<file path="config.mk">
export PLATFORM = sky130hd
export DESIGN_NAME = rm_cell
export DESIGN_NICKNAME = d
export VERILOG_FILES = /design/src/hw/rtl/rm_cell.sv
export SDC_FILE = /design/constraint.sdc
export NUM_CORES = 1
export LEC_CHECK = 0
export BUFFER_PORTS_ARGS = -buffer_cell sky130_fd_sc_hd__buf_2
export CAP_MARGIN = 20
export CORE_MARGIN = 1.5
export CORE_UTILIZATION = 45
export DETAILED_ROUTE_END_ITERATION = 10
export PLACE_DENSITY = 0.84
export SLEW_MARGIN = 20
export SYNTH_ARGS = -nofsm -noshare
export SYNTH_HDL_FRONTEND = slang
export SYNTH_SLANG_ARGS = --single-unit
</file>
<file path="constraint.sdc">
create_clock -name clk_i -period 9.35 [get_ports clk_i]
set_input_delay 1.87 -clock clk_i [delete_from_list [all_inputs] [get_ports clk_i]]
set_output_delay 1.87 -clock clk_i [all_outputs]
set_load 0.05 [all_outputs]
</file>
<file path="src/hw/rtl/rm_cell.sv">
// ----------------------------------------------------------------------------
// Running median store cell
// One entry of the sorted store with its insert compare and median tap.
// ----------------------------------------------------------------------------
module rm_cell #(
  parameter int SB    = 32,
  parameter int CW    = 9,
  parameter int IW    = 8,
  parameter int INDEX = 0
) (
  input  logic                 clk_i,
  input  logic                 ins_en_i,
  input  logic signed [SB-1:0] sample_i,
  input  logic        [CW-1:0] fill_i,
  input  logic        [IW-1:0] lo_idx_i,
  input  logic        [IW-1:0] hi_idx_i,
  input  logic signed [SB-1:0] left_val_i,
  input  logic                 left_ins_i,
  output logic signed [SB-1:0] val_o,
  output logic                 ins_o,
  output logic        [SB-1:0] lo_o,
  output logic        [SB-1:0] hi_o
);

  logic signed [SB-1:0] val_q, val_d;
  logic                 used;

  // An empty entry, or one greater than the sample, lies at or after the
  // insert point, so equal entries stay in front of the new sample.
  assign used  = CW'(INDEX) < fill_i;
  assign ins_o = !used || (val_q > sample_i);

  always_comb begin
    val_d = val_q;
    if (ins_en_i && ins_o) begin
      val_d = left_ins_i ? left_val_i : sample_i;
    end
  end

  always_ff @(posedge clk_i) begin
    val_q <= val_d;
  end

  assign val_o = val_q;
  assign lo_o  = (IW'(INDEX) == lo_idx_i) ? val_q : '0;
  assign hi_o  = (IW'(INDEX) == hi_idx_i) ? val_q : '0;

endmodule

</file>
==> impl_metrics.env <==
export IMPL_regArea_um2=961
export IMPL_wl_um=7710
export IMPL_synthesis_area_mm2=0.00267
export IMPL_cp_start_kind="input port"
export IMPL_vias_per_cell=5.04
export IMPL_rsz0062_at_grt="no"
export IMPL_cts_num_sinks=32
export IMPL_gp_congestion=0.759
export IMPL_crit_fanout=4
export IMPL_finalCritPeriodShare_pct=60.4
export IMPL_setup_violations=0
export IMPL_synth_top_cell_by_area="edfxtp_1"
export IMPL_clk_latency_ns=0.27
export IMPL_tritoncts="done"
export IMPL_multiInputGateArea_mm2=0.00150
export IMPL_drt_pre_antenna_iters=4
export IMPL_setup_slack_ns=3.70
export IMPL_fmax_mhz=177
export IMPL_start_util_pct=47.5
export IMPL_yosys_top_cells_count="60 x and2_1, 35 x nand2_1, 33 x o21ai_0"
export IMPL_ant_nets=0
export IMPL_dieArea_mm2=0.00639
export IMPL_cts_resized=0
export IMPL_drive_above_1_share_pct=42.5
export IMPL_dieHeight_um=80.0
export IMPL_die_x_um=80.0
export IMPL_power_leakage_nw=2.04
export IMPL_reg2reg_from="val_o[31]"
export IMPL_initialDrtViolationCount=96
export IMPL_num_rows=27
export IMPL_instances_no_fill=554
export IMPL_grt_max_degree=64
export IMPL_h_tree_depth=2
export IMPL_fillCellCount=492
export IMPL_grt_pass1_vias=2543
export IMPL_fin_area_mm2=0.00372
export IMPL_power_density_mw_per_mm2=119
export IMPL_synth_adder_area_share_pct=15.0
export IMPL_hpwl_um=6080
export IMPL_core_area_mm2=0.00561
export IMPL_n_antenna_cell=0
export IMPL_slew_violations=0
export IMPL_async_flop_share_pct=0
export IMPL_tns_ns=0
export IMPL_synth_compound_area_share_pct=12.3
export IMPL_syn_nets=423
export IMPL_path_class="in -> out"
export IMPL_syn_inst=299
export IMPL_finalNetCount=606
export IMPL_place_area_mm2=0.00361
export IMPL_required_ns=7.48
export IMPL_status="complete, no violations"
export IMPL_synth_top_area_share_pct=36.1
export IMPL_finalCriticalPeriod_ns=5.65
export IMPL_dpl_worst_slack_ns=3.69
export IMPL_endpoint_kind="primary output"
export IMPL_largest_register_ffs=32
export IMPL_synth_top_family_by_area="simple AND/OR/NAND/NOR gates"
export IMPL_track_usage_pct=23.7
export IMPL_portBuffers=188
export IMPL_finalHoldViolCount=0
export IMPL_relSlewSlack_pct=35.6
export IMPL_num_vias=2791
export IMPL_synth_most_common_cell="and2_1"
export IMPL_crit_start="sample_i[31]"
export IMPL_antenna_found_initial=0
export IMPL_synth_simple_area_share_pct=28.2
export IMPL_synth_edff_count=32
export IMPL_hold_path_class="reg -> reg"
export IMPL_synth_area_leaders="edfxtp_1 36%, ha_1 15%, and2_1 14%"
export IMPL_worst_ir_drop_vdd_v=0.000107
export IMPL_yosys_register_bits=32
export IMPL_syn_avg_cell_area_um2=8.91
export IMPL_max_cap_violations=0
export IMPL_avgRoutedWirePerCell_um=13.9
export IMPL_clock_skew_final_ns=0.00635
export IMPL_finish_utilization_pct=66.3
export IMPL_clock_path_buffers=2
export IMPL_grt_pass1_wl_um=11700
export IMPL_pin_count=189
export IMPL_hp_start="val_o[18]"
export IMPL_root_buffer="clkbuf_8"
export IMPL_synthMuxAreaShare_pct=0.423
export IMPL_synth_xor_xnor_area_share_pct=0
export IMPL_worst_slew_pin_slew_ns=0.966
export IMPL_yosysWarnings=0
export IMPL_cts_clk_slew_worst_paths_ns=0.07
export IMPL_postCtsSetupRepairBufs=0
export IMPL_grt_ovfl_total=0
export IMPL_crit_arrival_ns=3.78
export IMPL_dp_cells=546
export IMPL_cts_hold_buf=0
export IMPL_areaGrowthSynthToFinish_pct=39.5
export IMPL_synthFlopType="edfxtp_1"
export IMPL_ys_seq_area_share_pct=36.1
export IMPL_route_detailed_drc=0
export IMPL_synthDistinctLibCells=31
export IMPL_tritoncts_num_buffers=5
==> power breakdown <==
part           internal [W]  switching, W
sequential         0.000177     0.0000132
clock             0.0000491     0.0000493
combinational     0.0000504      0.000103
total              0.000277      0.000165
==> through the flow <==
stage,total power [W],hold slack (ns)
floorplan,0.000292,1.85
global placement,0.000337,1.42
detailed placement,0.000343,1.45
CTS,0.000441,1.47
global route,0.000464,1.37
finish,0.000442,1.30
==> final timing paths <==
kind | slack (ns) | cells past startpoint | end
max | 3.70 | 8 | ins_o
min | 1.30 | 5 | val_o[1]
max reg2reg | 6.53 | 6 | val_o[15]
min reg2reg | 1.30 | 5 | val_o[1]
==> cell type report <==
cell class              count  area share [%]
clock inverters             2           0.202
inverters                  32            3.23
flip-flops and latches     32            25.8
well taps                  72            2.42
clock buffers               5            1.85
repair buffers            189            26.1
multi-input cells         222            40.4
==> critical path, cell delays in order <==
cell	delay, ns
buf_2	0.09
inv_1	0.04
ha_1	0.33
nand4_1	0.22
nor4_1	0.51
o41ai_1	0.26
a21oi_1	0.17
buf_2	0.28
==> logic make-up after synthesis <==
group / after synthesis
DFF: 32
AOI/OAI and AO/OA: 59
adders and majority gates: 32
buffers and inverters: 45
muxes: 1
and+or+nand+nor: 130
==> layout by cell type (no fill, tap or decap), types with 2 or more instances in the layout <==
master,instances
a21o_1,4
o21ai_0,33
a21oi_1,13
clkinv_1,2
nand2_1,35
or4_4,4
nand3_1,3
clkbuf_8,5
and2_2,2
nor2_1,4
and2_1,60
nor2_4,2
inv_1,32
nor3_1,5
buf_2,188
edfxtp_1,32
nand4_1,9
and4_1,2
ha_1,32
==> per-layer routing <==
metal | vias up | global-route usage (%) | share of wire [%]
met5 | - | 0 | 0
met4 | 0 | 4.66 | 1.1
met3 | 8 | 3.43 | 5.3
met2 | 124 | 46.1 | 54
met1 | 1264 | 27.1 | 39
li1 | 1395 | - | -
No activity file was read; power rests on OpenSTA's default activity.
